[config.mk]
export PLATFORM = sky130hd
export DESIGN_NAME = wildcard_byte_pattern_scan
export DESIGN_NICKNAME = d
export VERILOG_FILES = /design/src/hdl/wbps_pkg.sv /design/src/hdl/wbps_cfg.sv /design/src/hdl/wbps_cell.sv /design/src/hdl/wbps_out_stage.sv /design/src/hdl/wildcard_byte_pattern_scan.sv
export VERILOG_INCLUDE_DIRS = /design/src /design/src/hdl
export SDC_FILE = /design/constraint.sdc
export NUM_CORES = 1
export LEC_CHECK = 0
export BUFFER_PORTS_ARGS = -buffer_cell sky130_fd_sc_hd__buf_2
export CORE_UTILIZATION = 25
export CTS_CLUSTER_SIZE = 40
export DETAILED_ROUTE_END_ITERATION = 8
export PLACE_DENSITY_LB_ADDON = 0.2
export SLEW_MARGIN = 10
export SYNTH_ARGS = -nofsm -noshare
export SYNTH_HDL_FRONTEND = slang
export SYNTH_SLANG_ARGS = --single-unit
export TNS_END_PERCENT = 20
[constraint.sdc]
create_clock -name clk -period 7.7 [get_ports clk]
set_clock_uncertainty 0.05 [all_clocks]
set_input_delay 0 -clock clk [delete_from_list [all_inputs] [get_ports clk]]
set_output_delay 0 -clock clk [all_outputs]
set_load 0.02 [all_outputs]
[src/hdl/wildcard_byte_pattern_scan_assert.svh]
// Assertion macros shared by the scan RTL.
`ifndef WILDCARD_BYTE_PATTERN_SCAN_ASSERT_SVH
`define WILDCARD_BYTE_PATTERN_SCAN_ASSERT_SVH

// Same-cycle implication, clocked on clk, off during reset.
`define WBPS_ASSERT_NOW(label, pre, post) \
    label: assert property (@(posedge clk) disable iff (!rst_n) (pre) |-> (post)) \
        else $error("scan assertion failed");

// Next-cycle implication, clocked on clk, off during reset.
`define WBPS_ASSERT_NEXT(label, pre, post) \
    label: assert property (@(posedge clk) disable iff (!rst_n) (pre) |=> (post)) \
        else $error("scan assertion failed");

`endif

[src/hdl/wbps_pkg.sv]
`default_nettype none

package wbps_pkg;

    localparam int MAX_PATTERN_BYTES = 16;
    localparam int OFFSET_WIDTH      = 32;
    localparam int SIG_BYTES         = 16;
    localparam int LEN_W             = 5;
    localparam int CFG_DATA_W        = 64;
    localparam int CFG_INDEX_W       = 3;
    localparam int ADDR_W            = 64;
    localparam int LEN_IDX_W         = (MAX_PATTERN_BYTES > 1) ? $clog2(MAX_PATTERN_BYTES) : 1;

    typedef enum logic [CFG_INDEX_W-1:0] {
        REG_BASE_ADDRESS       = 3'd0,
        REG_PATTERN_BYTES_LOW  = 3'd1,
        REG_PATTERN_BYTES_HIGH = 3'd2,
        REG_CARE_MASK          = 3'd3,
        REG_PATTERN_LENGTH     = 3'd4
    } cfg_reg_t;

    typedef struct packed {
        logic [7:0] data_byte;
        logic       last_byte;
    } in_item_t;

    typedef struct packed {
        logic              found;
        logic [ADDR_W-1:0] match_address;
    } out_item_t;

    typedef struct packed {
        logic [ADDR_W-1:0]      base_address;
        logic [8*SIG_BYTES-1:0] pattern_bytes;
        logic [SIG_BYTES-1:0]   care_mask;
        logic [LEN_W-1:0]       pattern_length;
    } cfg_t;

    typedef struct packed {
        logic advance;
        logic clear;
    } cell_ctrl_t;

    typedef struct packed {
        logic                    found;
        logic [OFFSET_WIDTH-1:0] start_offset;
    } result_t;

endpackage

`default_nettype wire

[src/hdl/wbps_cfg.sv]
`default_nettype none

module wbps_cfg
    import wbps_pkg::*;
(
    input  wire logic                   clk,
    input  wire logic                   rst_n,
    input  wire logic                   cfg_write,
    input  wire logic [CFG_INDEX_W-1:0] cfg_index,
    input  wire logic [CFG_DATA_W-1:0]  cfg_data,
    output cfg_t                        cfg
);

    logic [ADDR_W-1:0]    base_reg;
    logic [63:0]          low_reg;
    logic [63:0]          high_reg;
    logic [SIG_BYTES-1:0] care_reg;
    logic [LEN_W-1:0]     len_reg;

    always_ff @(posedge clk or negedge rst_n)
    begin
        if (!rst_n)
        begin
            base_reg <= '0;
            low_reg  <= '0;
            high_reg <= '0;
            care_reg <= '1;
            len_reg  <= LEN_W'(1);
        end
        else if (cfg_write)
        begin
            unique case (cfg_reg_t'(cfg_index))
                REG_BASE_ADDRESS:       base_reg <= cfg_data[ADDR_W-1:0];
                REG_PATTERN_BYTES_LOW:  low_reg  <= cfg_data[63:0];
                REG_PATTERN_BYTES_HIGH: high_reg <= cfg_data[63:0];
                REG_CARE_MASK:          care_reg <= cfg_data[SIG_BYTES-1:0];
                REG_PATTERN_LENGTH:     len_reg  <= cfg_data[LEN_W-1:0];
                default: ;
            endcase
        end
    end

    assign cfg.base_address   = base_reg;
    assign cfg.pattern_bytes  = {high_reg, low_reg};
    assign cfg.care_mask      = care_reg;
    assign cfg.pattern_length = len_reg;

endmodule

`default_nettype wire

[src/hdl/wbps_cell.sv]
`default_nettype none

module wbps_cell
    import wbps_pkg::*;
(
    input  wire logic       clk,
    input  wire logic       rst_n,
    input  wire cell_ctrl_t ctrl,
    input  wire logic [7:0] data_byte,
    input  wire logic [7:0] pattern_byte,
    input  wire logic       care,
    input  wire logic       enable,
    input  wire logic       prev_match,
    output logic            match_next,
    output logic            match
);

    logic match_reg;

    // positions 0..j match, ending at the current byte
    assign match_next = prev_match & enable & (~care | (data_byte == pattern_byte));

    always_ff @(posedge clk or negedge rst_n)
    begin
        if (!rst_n)
        begin
            match_reg <= 1'b0;
        end
        else if (ctrl.advance)
        begin
            match_reg <= ctrl.clear ? 1'b0 : match_next;
        end
    end

    assign match = match_reg;

endmodule

`default_nettype wire

[src/hdl/wbps_out_stage.sv]
`default_nettype none

module wbps_out_stage
    import wbps_pkg::*;
(
    input  wire logic              clk,
    input  wire logic              rst_n,
    input  wire logic              res_valid,
    input  wire result_t           res,
    output logic                   res_ready,
    input  wire logic [ADDR_W-1:0] base_address,
    output logic                   out_valid,
    input  wire logic              out_ready,
    output out_item_t              out_item
);

    logic      valid_reg;
    out_item_t item_reg;
    out_item_t item_next;

    assign res_ready = ~valid_reg | out_ready;

    always_comb
    begin
        item_next.found         = res.found;
        item_next.match_address = res.found
            ? base_address + ADDR_W'(res.start_offset)
            : '0;
    end

    always_ff @(posedge clk or negedge rst_n)
    begin
        if (!rst_n)
        begin
            valid_reg <= 1'b0;
        end
        else if (res_valid && res_ready)
        begin
            valid_reg <= 1'b1;
        end
        else if (out_ready)
        begin
            valid_reg <= 1'b0;
        end
    end

    always_ff @(posedge clk)
    begin
        if (res_valid && res_ready)
        begin
            item_reg <= item_next;
        end
    end

    assign out_valid = valid_reg;
    assign out_item  = item_reg;

endmodule

`default_nettype wire

[src/hdl/wildcard_byte_pattern_scan.sv]
// Masked byte signature search over a streamed memory image.
// in channel (in_valid/in_ready/in_item): one image byte per request, with
// last_byte marking the end of the image. out channel (out_valid/out_ready/
// out_item): at most one result per image, found=1 with base plus start
// offset of the earliest match, or found=0 with address zero at the end of
// an image without a match. Bytes after a reported match give no result.
// Configuration: cfg_write/cfg_index/cfg_data, to be written by the user only
// while idle; the block does not enforce this. Throughput: one byte per cycle
// while in_ready is high; each byte goes through the row of match cells in
// the cycle it is accepted. The edge that accepts a byte causing a result
// loads the middle stage (offset subtract); the 64-bit base add then goes
// into the output register, which raises out_valid. Stall: a pending result
// waits in the middle stage; in_ready drops only when both the middle stage
// and the output register hold results that cannot move.
// Reset: match vector, offset and reported flag clear, no result pending;
// base and pattern bytes zero, care mask all ones, length one.
`default_nettype none

`include "wildcard_byte_pattern_scan_assert.svh"

module wildcard_byte_pattern_scan
    import wbps_pkg::*;
(
    input  wire logic                   clk,
    input  wire logic                   rst_n,
    input  wire logic                   in_valid,
    output logic                        in_ready,
    input  wire in_item_t               in_item,
    output logic                        out_valid,
    input  wire logic                   out_ready,
    output out_item_t                   out_item,
    input  wire logic                   cfg_write,
    input  wire logic [CFG_INDEX_W-1:0] cfg_index,
    input  wire logic [CFG_DATA_W-1:0]  cfg_data
);

    cfg_t                         cfg;
    cell_ctrl_t                   ctrl;
    logic [LEN_IDX_W-1:0]         len_m1;
    logic [MAX_PATTERN_BYTES-1:0] match_vec;
    logic [MAX_PATTERN_BYTES-1:0] match_next;
    logic                         accept;
    logic                         hit;
    logic                         emit;
    logic                         s1_ready;
    logic                         s1_valid_reg;
    result_t                      s1_reg;
    logic                         reported_reg;
    logic [OFFSET_WIDTH-1:0]      offset_reg;
    logic [OFFSET_WIDTH-1:0]      start_offset;

    wbps_cfg u_cfg (
        .clk       (clk),
        .rst_n     (rst_n),
        .cfg_write (cfg_write),
        .cfg_index (cfg_index),
        .cfg_data  (cfg_data),
        .cfg       (cfg)
    );

    // effective length minus one, clamped to 1..MAX_PATTERN_BYTES
    always_comb
    begin
        if (cfg.pattern_length == '0)
        begin
            len_m1 = '0;
        end
        else if (int'(cfg.pattern_length) > MAX_PATTERN_BYTES)
        begin
            len_m1 = LEN_IDX_W'(MAX_PATTERN_BYTES - 1);
        end
        else
        begin
            len_m1 = LEN_IDX_W'(cfg.pattern_length - LEN_W'(1));
        end
    end

    assign accept       = in_valid & in_ready;
    assign ctrl.advance = accept;
    assign ctrl.clear   = in_item.last_byte;

    for (genvar j = 0; j < MAX_PATTERN_BYTES; j++)
    begin : g_cell
        logic [7:0] pattern_byte;
        logic       care;
        logic       prev_match;

        if (j < SIG_BYTES)
        begin : g_sig
            assign pattern_byte = cfg.pattern_bytes[8*j +: 8];
            assign care         = cfg.care_mask[j];
        end
        else
        begin : g_wild
            assign pattern_byte = 8'h00;
            assign care         = 1'b0;
        end

        if (j == 0)
        begin : g_head
            assign prev_match = 1'b1;
        end
        else
        begin : g_link
            assign prev_match = match_vec[j-1];
        end

        wbps_cell u_cell (
            .clk          (clk),
            .rst_n        (rst_n),
            .ctrl         (ctrl),
            .data_byte    (in_item.data_byte),
            .pattern_byte (pattern_byte),
            .care         (care),
            .enable       (len_m1 >= LEN_IDX_W'(j)),
            .prev_match   (prev_match),
            .match_next   (match_next[j]),
            .match        (match_vec[j])
        );
    end

    assign hit          = match_next[len_m1] & ~reported_reg;
    assign emit         = hit | (in_item.last_byte & ~reported_reg);
    assign start_offset = offset_reg - OFFSET_WIDTH'(len_m1);
    assign in_ready     = ~s1_valid_reg | s1_ready;

    always_ff @(posedge clk or negedge rst_n)
    begin
        if (!rst_n)
        begin
            reported_reg <= 1'b0;
            offset_reg   <= '0;
        end
        else if (accept)
        begin
            reported_reg <= in_item.last_byte ? 1'b0 : (reported_reg | hit);
            offset_reg   <= in_item.last_byte ? '0 : offset_reg + OFFSET_WIDTH'(1);
        end
    end

    always_ff @(posedge clk or negedge rst_n)
    begin
        if (!rst_n)
        begin
            s1_valid_reg <= 1'b0;
        end
        else if (accept && emit)
        begin
            s1_valid_reg <= 1'b1;
        end
        else if (s1_ready)
        begin
            s1_valid_reg <= 1'b0;
        end
    end

    always_ff @(posedge clk)
    begin
        if (accept && emit)
        begin
            s1_reg.found        <= hit;
            s1_reg.start_offset <= start_offset;
        end
    end

    wbps_out_stage u_out (
        .clk          (clk),
        .rst_n        (rst_n),
        .res_valid    (s1_valid_reg),
        .res          (s1_reg),
        .res_ready    (s1_ready),
        .base_address (cfg.base_address),
        .out_valid    (out_valid),
        .out_ready    (out_ready),
        .out_item     (out_item)
    );

    `WBPS_ASSERT_NOW(a_notfound_zero, out_valid && !out_item.found, out_item.match_address == '0)
    `WBPS_ASSERT_NOW(a_stall_only_full, !in_ready, s1_valid_reg && !s1_ready)
    `WBPS_ASSERT_NEXT(a_image_end_clears, accept && in_item.last_byte,
                      !reported_reg && offset_reg == '0 && match_vec == '0)
    `WBPS_ASSERT_NEXT(a_hit_queued, accept && hit, s1_valid_reg && s1_reg.found)

endmodule

`default_nettype wire
==> metrics.yaml, run 1 <==
place:
  dp.cells: 2690
  dp_slack_ns: 3.77
  dpl.hpwl_um: 40600
  place_congestion: 0.856
  port_buffers: 147
  place_area_um2: 20500
logic_synthesis:
  synth_edf_count: 98
  ys_warn_count: 0
  synth_nets: 1758
  synthFlopType: "dfrtp_1"
  async_flop_share: 0.729
  ys_types: 77
  syn_inst: 1637
  synth_area_per_cell_um2: 11.4
  ys_seq_area_frac: 0.510
  ys_seq_elements: 361
  synth_area_um2: 18700
clock_network:
  root_buffer: "clkbuf_16"
  cts_max_path_buffers: 3
  cts_buffers: 44
  cts_tree: "done"
  htreeDepth: 2
  clock_sinks: 361
  cts_resized: 0
  clkTransAtPathRegs_ns: 0.06
  insertion_delay_ns: 0.59
global_routing:
  grt_max_degree: 90
  grt-ovfl-total: 0
  antenna_found_initial: 5
  grtUsageTotal: 0.151
  grt_pass1_vias: 13769
  grt_first_pass_wirelength_um: 86900
route:
  vias: 13654
  drt_iter0_markers: 769
  drt-total-wl_um: 56700
  wl_per_cell_um: 19.9
  vias_per_cell: 4.79
  drcViolationCount: 0
  postRouteAntennaNets: 0
  firstDrtPassIters: 5
setup_path:
  crit_buf_inv: 2
  path_delay_family: "simple AND/OR/NAND/NOR gates"
  slowest_stage: "or4b_4"
  path_cells: "inv_1 -> ha_1 -> nand2b_1 -> a211oi_1 -> nor3_4 -> inv_1 -> ha_1 -> a21boi_0 -> nand4b_2 -> or4b_4 -> nor3_2 -> xor2_1"
  end_kind: "register"
  slowest_delay_ns: 0.60
  cp.arrival_ns: 4.21
  startpoint_type: "register"
  critPathRequiredTime_ns: 7.97
  criticalPathCategory: "reg2reg"
  startpoint: "u_cfg.len_reg[0]"
  cp_max_fo: 10
  r2r_start: "u_cfg.len_reg[0]"
timing:
  min_period_over_period: 0.512
  setup_tns_ns: 0
  hold_viol: 14
  finalMaxSlewViolations: 0
  tightest_slew_ns: 1.13
  min_period_ns: 3.94
  whs_ns: -0.0280
  rsz0062_at_grt: "false"
  finalSetupViolCount: 0
  max_freq_mhz: 254
  finalWorstSetupSlack_ns: 3.76
  relSlewSlack: 0.244
layout:
  fin_nets: 1964
  final_area_um2: 22800
  ff_latch_area_um2: 9550
  drive_above_1_share: 0.255
  largest_register_ffs: 65
  multi_input_area_um2: 8730
  fillCellCount: 7639
  stdcell_count: 2850
  area_delta_synth_final_pct: 21.9
floorplan:
  initial_utilization: 0.252
  ioPinCount: 148
  core_um2: 74300
  die_x_um: 276
  fp.dieArea_um2: 76000
  die_y_um: 276
  placementRows: 100
pwr:
  combPwrFrac: 0.306
  clockPowerShare: 0.310
  cellLeakagePower_nw: 8.89
  power_frac_seq: 0.384
  power.internal_mw: 4.83
  switching_share: 0.340
  switchingPower_mw: 2.49
  p_per_area_nw_per_um2: 320
  ir_worst_vdd_uv: 173
run:
  maxCapViolations: 0
hold_path:
  hp-class: "in2async"
status:
  run_status: "finished with violations"
  violations: "negative hold slack"
==> synth_stat cells, types with 34 or more instances <==
cell,instances,area share
a21oi_1,68,0.018
clkbuf_1,45,0.0090
dfrtp_1,246,0.33
edfxtp_1,98,0.16
ha_1,38,0.025
inv_1,34,0.0068
mux2_2,201,0.12
nand2_1,91,0.018
nand4_1,53,0.018
nor2_1,91,0.018
o21ai_0,80,0.021
xnor2_1,154,0.072
xor2_1,43,0.020
==> power by group through the flow <==
stage	Clock, mW	Combinational [mW]	Sequential (mW)
final	2.27	2.24	2.81
after global routing	2.41	2.48	2.87
after CTS	2.33	2.27	2.82
after detailed placement	0	2.22	2.85
after global placement	0	2.21	2.85
after floorplan	0	1.40	2.94
==> cell families (layout without fill, tap and decap cells) <==
| kind of cell | after synthesis | in the layout | synth area share |
|---|---|---|---|
| simple gates | 428 | 428 | 0.121 |
| xor+xnor | 197 | 197 | 0.0921 |
| compound gates | 288 | 288 | 0.0990 |
| flops | 361 | 361 | 0.510 |
| fa+ha+maj | 41 | 41 | 0.0281 |
| buf+inv | 115 | 356 | 0.0259 |
| mux | 207 | 207 | 0.124 |
| other cells | 0 | 3 | 0 |
==> routing by layer <==
layer,part of all wire,global-route usage
met5,0.00062,0
met2,0.46,0.245
met3,0.054,0.0291
met1,0.46,0.206
met4,0.020,0.0382
==> cells in the final DEF (no fill, tap or decap), drive strengths merged, types with 14 or more instances in the layout <==
cell type,count
xnor2,154
nor2,91
edfxtp,98
o31ai,17
xor2,43
nand2b,16
clkbuf,64
a21o,17
or4,14
nand3,29
dfstp,17
a21oi,70
inv,39
nand4,53
ha,38
dfrtp,246
dlygate4sd3,76
and3,22
nand2,91
buf,161
o21ai,88
nor3,34
or3,23
mux2,201
==> path summary, 6_finish.rpt <==
check / slack (ns) / depth (start not counted) / end
max reg2reg: 3.76 / 12 / s1_reg[31]
max in group asynchronous: 6.24 / 3 / u_cfg.low_reg[53]
min reg2reg: 0.44 / 2 / g_cell[3].u_cell.match
max: 3.76 / 12 / s1_reg[31]
min in group clk: 0.16 / 4 / u_cfg.base_reg[47]
min: -0.03 / 2 / offset_reg[25]
==> what timing repair did <==
item / CTS / global route
buffers inserted: 0 / 0
endpoints found under the hold margin: 308 / 0
hold buffers: 76 / 0
==> stage by stage <==
stage	total power, mW	hold slack [ns]	utilization
after floorplan	4.34	-0.346	-
after global placement	5.06	0.0308	0.276
after detailed placement	5.07	0.0375	0.276
after CTS	7.42	0.0215	0.307
after global routing	7.77	0.0518	0.307
final	7.31	-0.0280	0.307
==> final cells by class <==
class	count	share of cell area
clock buffer	64	0.0577
antenna	3	0.000329
inverter	38	0.00625
clock inverter	17	0.0116
sequential	361	0.418
timing repair buffer	237	0.0706
multi-input combinational	1161	0.382
tap	969	0.0531
Power figures use the tool's default switching activity.
==> run 2: changes to the inputs <==
- ABC_AREA: default -> 1
- clock period: 7.7 -> 3.3 ns (I/O delays scaled with it)
==> run 2 against run 1 <==
The flow now finishes without violations. Clock-buffer cell count up 2. Final cell count increased by 30%. Core utilization up 0.79 points. Critical path depth rose by 3. Register-to-register slack got worse by 3.7 ns. Clock power rose by 130%. Fmax increased by 23%. Routed wire length is 18% higher. Power grew 150%. Worst setup slack worse by 3.7 ns. Global-route usage rose by 2.0 points.
==> metrics.yaml, run 2 <==
timing:
  min_period_ns: 3.20  # -0.741 ns
  finalSetupViolCount: 0  # unchanged
  relSlewSlack: 0.409  # +0.165
  rsz0062_at_grt: "true"
  max_freq_mhz: 312  # +23%
  tightest_slew_ns: 0.885  # -0.246 ns
  finalWorstSetupSlack_ns: 0.0985  # -3.66 ns
  min_period_over_period: 0.970  # +0.458
  finalMaxSlewViolations: 0  # unchanged
  hold_viol: 0  # -14
pwr:
  combPwrFrac: 0.344  # +0.038
  p_per_area_nw_per_um2: 748  # +130%
  switching_share: 0.369  # +0.0287
  power_frac_seq: 0.366  # -0.018
  clockPowerShare: 0.290  # -0.020
  cellLeakagePower_nw: 10.7  # +20%
  ir_worst_vdd_uv: 352  # +100%
  switchingPower_mw: 6.64  # +170%
  power.internal_mw: 11.4  # +140%
setup_path:
  startpoint_type: "register"
  path_cells: "inv_1 -> ha_4 -> nand2_1 -> nand2_2 -> nand2_2 -> ha_4 -> fa_2 -> nor2_1 -> a211oi_2 -> nand4_2 -> nor2_4 -> nand3_4 -> nor4_4 -> nand3_1 -> xor2_1"
  slowest_delay_ns: 0.52  # -0.08 ns
  ff2ff_path_depth: 15  # +3
  r2r_start: "u_cfg.len_reg[0]"
  end_kind: "register"
  crit_buf_inv: 1  # -1
  cp.arrival_ns: 3.48  # -0.73 ns
  critPathRequiredTime_ns: 3.58  # -4.39 ns
  reg2reg_to: "s1_reg[26]"
  criticalPathCategory: "reg2reg"
  slowest_stage: "dfstp_2"
  path_delay_family: "simple AND/OR/NAND/NOR gates"
  r2r_slack_ns: 0.1  # -3.66 ns
  startpoint: "u_cfg.len_reg[0]"
  cp_max_fo: 4  # -6
route:
  drt-total-wl_um: 66700  # +18%
  postRouteAntennaNets: 0  # unchanged
  vias_per_cell: 4.48  # -6.6%
  wl_per_cell_um: 18.1  # -9.2%
  drcViolationCount: 0  # unchanged
  firstDrtPassIters: 5  # unchanged
  drt_iter0_markers: 1186  # +54%
  vias: 16538  # +21%
layout:
  stdcell_count: 3695  # +30%
  largest_register_ffs: 65  # unchanged
  area_delta_synth_final_pct: 24.0
  drive_above_1_share: 0.141  # -0.114
  final_cell_mix: "nand2_1 (577), o21ai_0 (310), inv_1 (280)"
  final_common_cell: "nand2_1"
  fin_nets: 2746  # +40%
floorplan:
  initial_utilization: 0.254  # +0.00208
  ioPinCount: 148  # unchanged
  fp.dieArea_um2: 78700  # +3.5%
  core_um2: 76300  # +2.7%
  die_x_um: 281  # +1.7%
  placementRows: 101  # +1.0%
  die_y_um: 281  # +1.7%
logic_synthesis:
  synth_area_leaders: "dfrtp_1 (32%), edfxtp_1 (15%), nand2_1 (11%), o21ai_0 (8.1%), inv_1 (5.4%)"
  synth_area_per_cell_um2: 8.16  # -29%
  synth_nets: 2498  # +42%
  syn_inst: 2377  # +45%
  ys_warn_count: 0  # unchanged
  synth_edf_count: 98  # unchanged
  async_flop_share: 0.729  # unchanged
  yosys-top-cells-count: "nand2_1 (586), o21ai_0 (312), inv_1 (281)"
  yosys.area.top_type: "dfrtp_1"
  synthFlopType: "dfrtp_1"
  synth_top_area_frac: 0.317  # -0.0113
  ys_seq_elements: 361  # unchanged
  ys_seq_area_frac: 0.492  # -0.0175
  synth_most_common_cell: "nand2_1"
  synth_area_um2: 19400  # +3.5%
  ys_types: 55  # -29%
place:
  dp.cells: 3524  # +31%
  port_buffers: 147  # unchanged
  dp_slack_ns: 0.0104  # -3.76 ns
  place_congestion: 0.874  # +2.1%
  dpl.hpwl_um: 51000  # +25%
run:
  maxCapViolations: 0  # unchanged
global_routing:
  grt-ovfl-total: 0  # unchanged
  grt_first_pass_wirelength_um: 101000  # +16%
  antenna_found_initial: 0  # -5
  grt_max_degree: 84  # -6.7%
  grtUsageTotal: 0.171  # +0.0198
  grt_pass1_vias: 16253  # +18%
clock_network:
  root_buffer: "clkbuf_16"
  cts_max_path_buffers: 3  # unchanged
  clock_sinks: 361  # unchanged
  clkTransAtPathRegs_ns: 0.06  # about the same
  cts_buffers: 45  # +2.3%
  cts_tree: "done"
  insertion_delay_ns: 0.59  # about the same
  htreeDepth: 2  # unchanged
hold_path:
  hp-class: "in2async"
status:
  run_status: "completed"
-- run 2: cell count changes after synthesis, sizes merged, moves of 32 or more --
cell	previous run	this run
mux2	201	0
a21oi	70	118
o21ai	88	315
inv	37	284
nand4	53	21
nand3	29	91
xnor2	154	87
nand2	91	593
nor2	91	207
-- run 2: how the worst max path moves through the flow --
stage                            end  slack [ns]  depth (start not counted)
after floorplan           s1_reg[26]        0.14                         16
after global placement    s1_reg[29]       0.009                         18
after detailed placement  s1_reg[26]        0.01                         15
after CTS                 s1_reg[29]        0.01                         18
after global routing      s1_reg[29]       -0.08                         20
final                     s1_reg[26]         0.1                         15
-- run 2: cells by family after synthesis --
group / after synthesis / synth area share
AO/OA/AOI/OAI: 488 / 0.134
XOR/XNOR: 116 / 0.0524
adder cells (fa/ha/maj): 40 / 0.0266
flip-flops: 361 / 0.492
buffers and inverters: 361 / 0.0723
AND/OR/NAND/NOR: 1011 / 0.223
-- run 2: power by group through the flow --
stage | Combinational, mW | Clock, mW | Sequential [mW]
2_1_floorplan | 3.54 | 0 | 6.75
4_1_cts | 6.00 | 5.39 | 6.61
5_1_grt | 6.94 | 5.55 | 6.71
3_5_place_dp | 5.89 | 0 | 6.68
6_report | 6.18 | 5.22 | 6.59
3_3_place_gp | 5.85 | 0 | 6.67
-- run 2: area by class of cell --
type / instances / area [um^2]
clock buffers: 66 / 1270
multi-input cells: 1655 / 8580
well taps: 1030 / 1290
inverters: 285 / 1070
flip-flops and latches: 361 / 9550
repair buffers: 277 / 1990
clock inverters: 18 / 290
fillers: 8221 / 52300
diodes: 3 / 7.51
-- run 2: timing repair --
item | 4_1_cts | 5_1_grt
gates resized for setup | 0 | 25
endpoints found under the hold margin | 450 | 0
hold buffers | 73 | 0
buffers inserted | 0 | 10
setup endpoints to repair | 0 | 49
-- run 2: layer usage --
layer  global-route usage  wire (um)  vias to the layer above  part of all wire
li1                     -          -                     8260                 -
met1                0.240      31900                     7825              0.48
met3               0.0203       2980                       76             0.045
met5                    0          0                        -                 0
met4               0.0444       1460                        0             0.022
met2                0.277      30400                      377              0.46
-- run 2: stage by stage --
step	hold WS (ns)	util	power, mW	instance area (um^2)	setup TNS [ns]
final	0.0300	0.315	18.0	24100	0
after global routing	0.0835	0.315	19.2	24000	-0.426
after CTS	0.0580	0.312	18.0	23800	0
after detailed placement	0.0133	0.282	12.6	21500	0
after global placement	0.00310	0.282	12.5	21500	0
after floorplan	-0.346	-	10.3	19400	0
==> run 3: changes to the inputs <==
- ABC_AREA: 1 -> default
- CORE_MARGIN: default -> 8
==> run 3 against run 2 <==
Critical path depth decreased by 2. Sequential power shrank 1%. Routed wire length decreased by 10%. Clock power down 6.1%. Critical endpoint is now s1_reg[0]. Highest routed layer is now met5.
==> metrics.yaml, run 3 (synthesized netlist as in run 1, its figures left out) <==
pwr:
  power_mw: 17.3  # -4.0%
  ir_worst_vdd_uv: 363  # +3.1%
  p_per_area_nw_per_um2: 729  # -2.6%
  cellLeakagePower_nw: 9.35  # -12%
layout:
  final_area_um2: 23700  # -1.4%
  final_cell_mix: "dfrtp_1 (246), mux2_2 (201), xnor2_1 (154)"
  drive_above_1_share: 0.302  # +0.161
  area_delta_synth_final_pct: 26.6
  final_common_cell: "dfrtp_1"
  fin_util: 0.319  # +0.00386
  ff_latch_area_um2: 9550  # unchanged
  stdcell_count: 2935  # -21%
  fillCellCount: 7604  # -7.5%
  largest_register_ffs: 65  # unchanged
  fin_nets: 2049  # -25%
  multi_input_area_um2: 8920  # +3.9%
setup_path:
  startpoint_type: "register"
  critPathRequiredTime_ns: 3.53  # -0.05 ns
  cp_max_fo: 17  # +13
  path_delay_family: "buffers and inverters"
  crit_buf_inv: 5  # +4
  slowest_stage: "dfstp_2"
  end_kind: "register"
  path_common_cell: "buf_4"
  r2r_start: "u_cfg.len_reg[0]"
  reg2reg_to: "s1_reg[0]"
  slowest_delay_ns: 0.53  # about the same
  r2r_slack_ns: 0.04  # -0.05 ns
  ff2ff_path_depth: 13  # -2
  path_cells: "inv_2 -> ha_4 -> buf_4 -> and2_1 -> maj3_2 -> a21oi_1 -> o21ai_1 -> nor4_2 -> buf_4 -> nor4_2 -> a2111oi_4 -> buf_4 -> clkbuf_16"
  criticalPathCategory: "reg2reg"
  cp.arrival_ns: 3.49  # about the same
global_routing:
  grt-ovfl-total: 0  # unchanged
  grt_first_pass_wirelength_um: 90900  # -9.8%
  grt_max_degree: 92  # +9.5%
  antenna_found_initial: 4  # +4
  grtUsageTotal: 0.141  # -0.0300
  grt_pass1_vias: 14579  # -10%
place:
  dp.cells: 2773  # -21%
  place_area_um2: 21400  # -0.90%
  port_buffers: 147  # unchanged
  dp_slack_ns: -0.0741  # -0.0845 ns
  dpl.hpwl_um: 43200  # -15%
  place_congestion: 0.862  # -1.4%
timing:
  whs_ns: 0.0121  # -0.0179 ns
  hold_viol: 0  # unchanged
  min_period_ns: 3.26  # +0.0537 ns
  max_freq_mhz: 307  # -1.7%
  relSlewSlack: 0.318  # -0.0912
  finalSetupViolCount: 0  # unchanged
  rsz0062_at_grt: "true"
  setup_tns_ns: 0  # unchanged
  tightest_slew_ns: 1.02  # +0.136 ns
  finalWorstSetupSlack_ns: 0.0448  # -0.0537 ns
  min_period_over_period: 0.986  # +0.0163
  finalMaxSlewViolations: 0  # unchanged
floorplan:
  placementRows: 100  # -0.99%
  die_x_um: 290  # +3.3%
  ioPinCount: 148  # unchanged
  initial_utilization: 0.252  # -0.00208
  fp.dieArea_um2: 83900  # +6.7%
  die_y_um: 290  # +3.3%
  core_um2: 74300  # -2.6%
clock_network:
  clock_sinks: 361  # unchanged
  insertion_delay_ns: 0.59  # about the same
  root_buffer: "clkbuf_16"
  cts_max_path_buffers: 3  # unchanged
  cts_buffers: 44  # -2.2%
  clkTransAtPathRegs_ns: 0.06  # about the same
  htreeDepth: 2  # unchanged
  cts_tree: "done"
route:
  vias_per_cell: 4.78  # +6.7%
  drt-total-wl_um: 59900  # -10%
  vias: 14015  # -15%
  firstDrtPassIters: 5  # unchanged
  drt_iter0_markers: 872  # -26%
  wl_per_cell_um: 20.4  # +13%
  postRouteAntennaNets: 0  # unchanged
  drcViolationCount: 0  # unchanged
status:
  run_status: "completed"
hold_path:
  hp-class: "in2async"
run:
  maxCapViolations: 0  # unchanged
-- run 3: worst max path at each step --
stage,to,cells past startpoint,from
after floorplan,s1_reg[0],10,u_cfg.len_reg[0]
after global placement,s1_reg[31],13,u_cfg.len_reg[0]
after detailed placement,s1_reg[31],13,u_cfg.len_reg[0]
after CTS,u_out.out_item[34],8,u_cfg.base_reg[17]
after global routing,s1_reg[0],13,u_cfg.len_reg[0]
final,s1_reg[0],13,u_cfg.len_reg[0]
-- run 3: what timing repair did --
action                                  CTS  global route
pin swaps                                 0             9
resized for setup                         4            28
endpoints found under the hold margin   356             0
gates cloned                              0             3
setup buffers                             0             2
endpoints found under the setup margin    5            68
hold buffers                             73             0
-- run 3: per-layer routing --
layer	track usage	vias up	routed length (um)
met2	0.227	306	27300
met3	0.0246	90	2870
met5	0	-	10
met1	0.193	7036	27900
li1	-	6581	-
met4	0.0394	2	1810
-- run 3: where the power goes --
group | leakage (nW) | switching, mW | internal (mW)
registers | 4.10 | 0.621 | 5.89
clock network | 0.726 | 2.01 | 2.89
logic | 4.52 | 3.36 | 2.50
total | 9.35 | 6.00 | 11.3
-- run 3: layout make-up --
cell class / instances / area share
sequential: 361 / 0.403
multi-input combinational: 1163 / 0.376
inverter: 38 / 0.00602
clock buffer: 63 / 0.0541
tap: 969 / 0.0511
clock inverter: 18 / 0.00755
antenna: 3 / 0.000317
timing repair buffer: 320 / 0.102
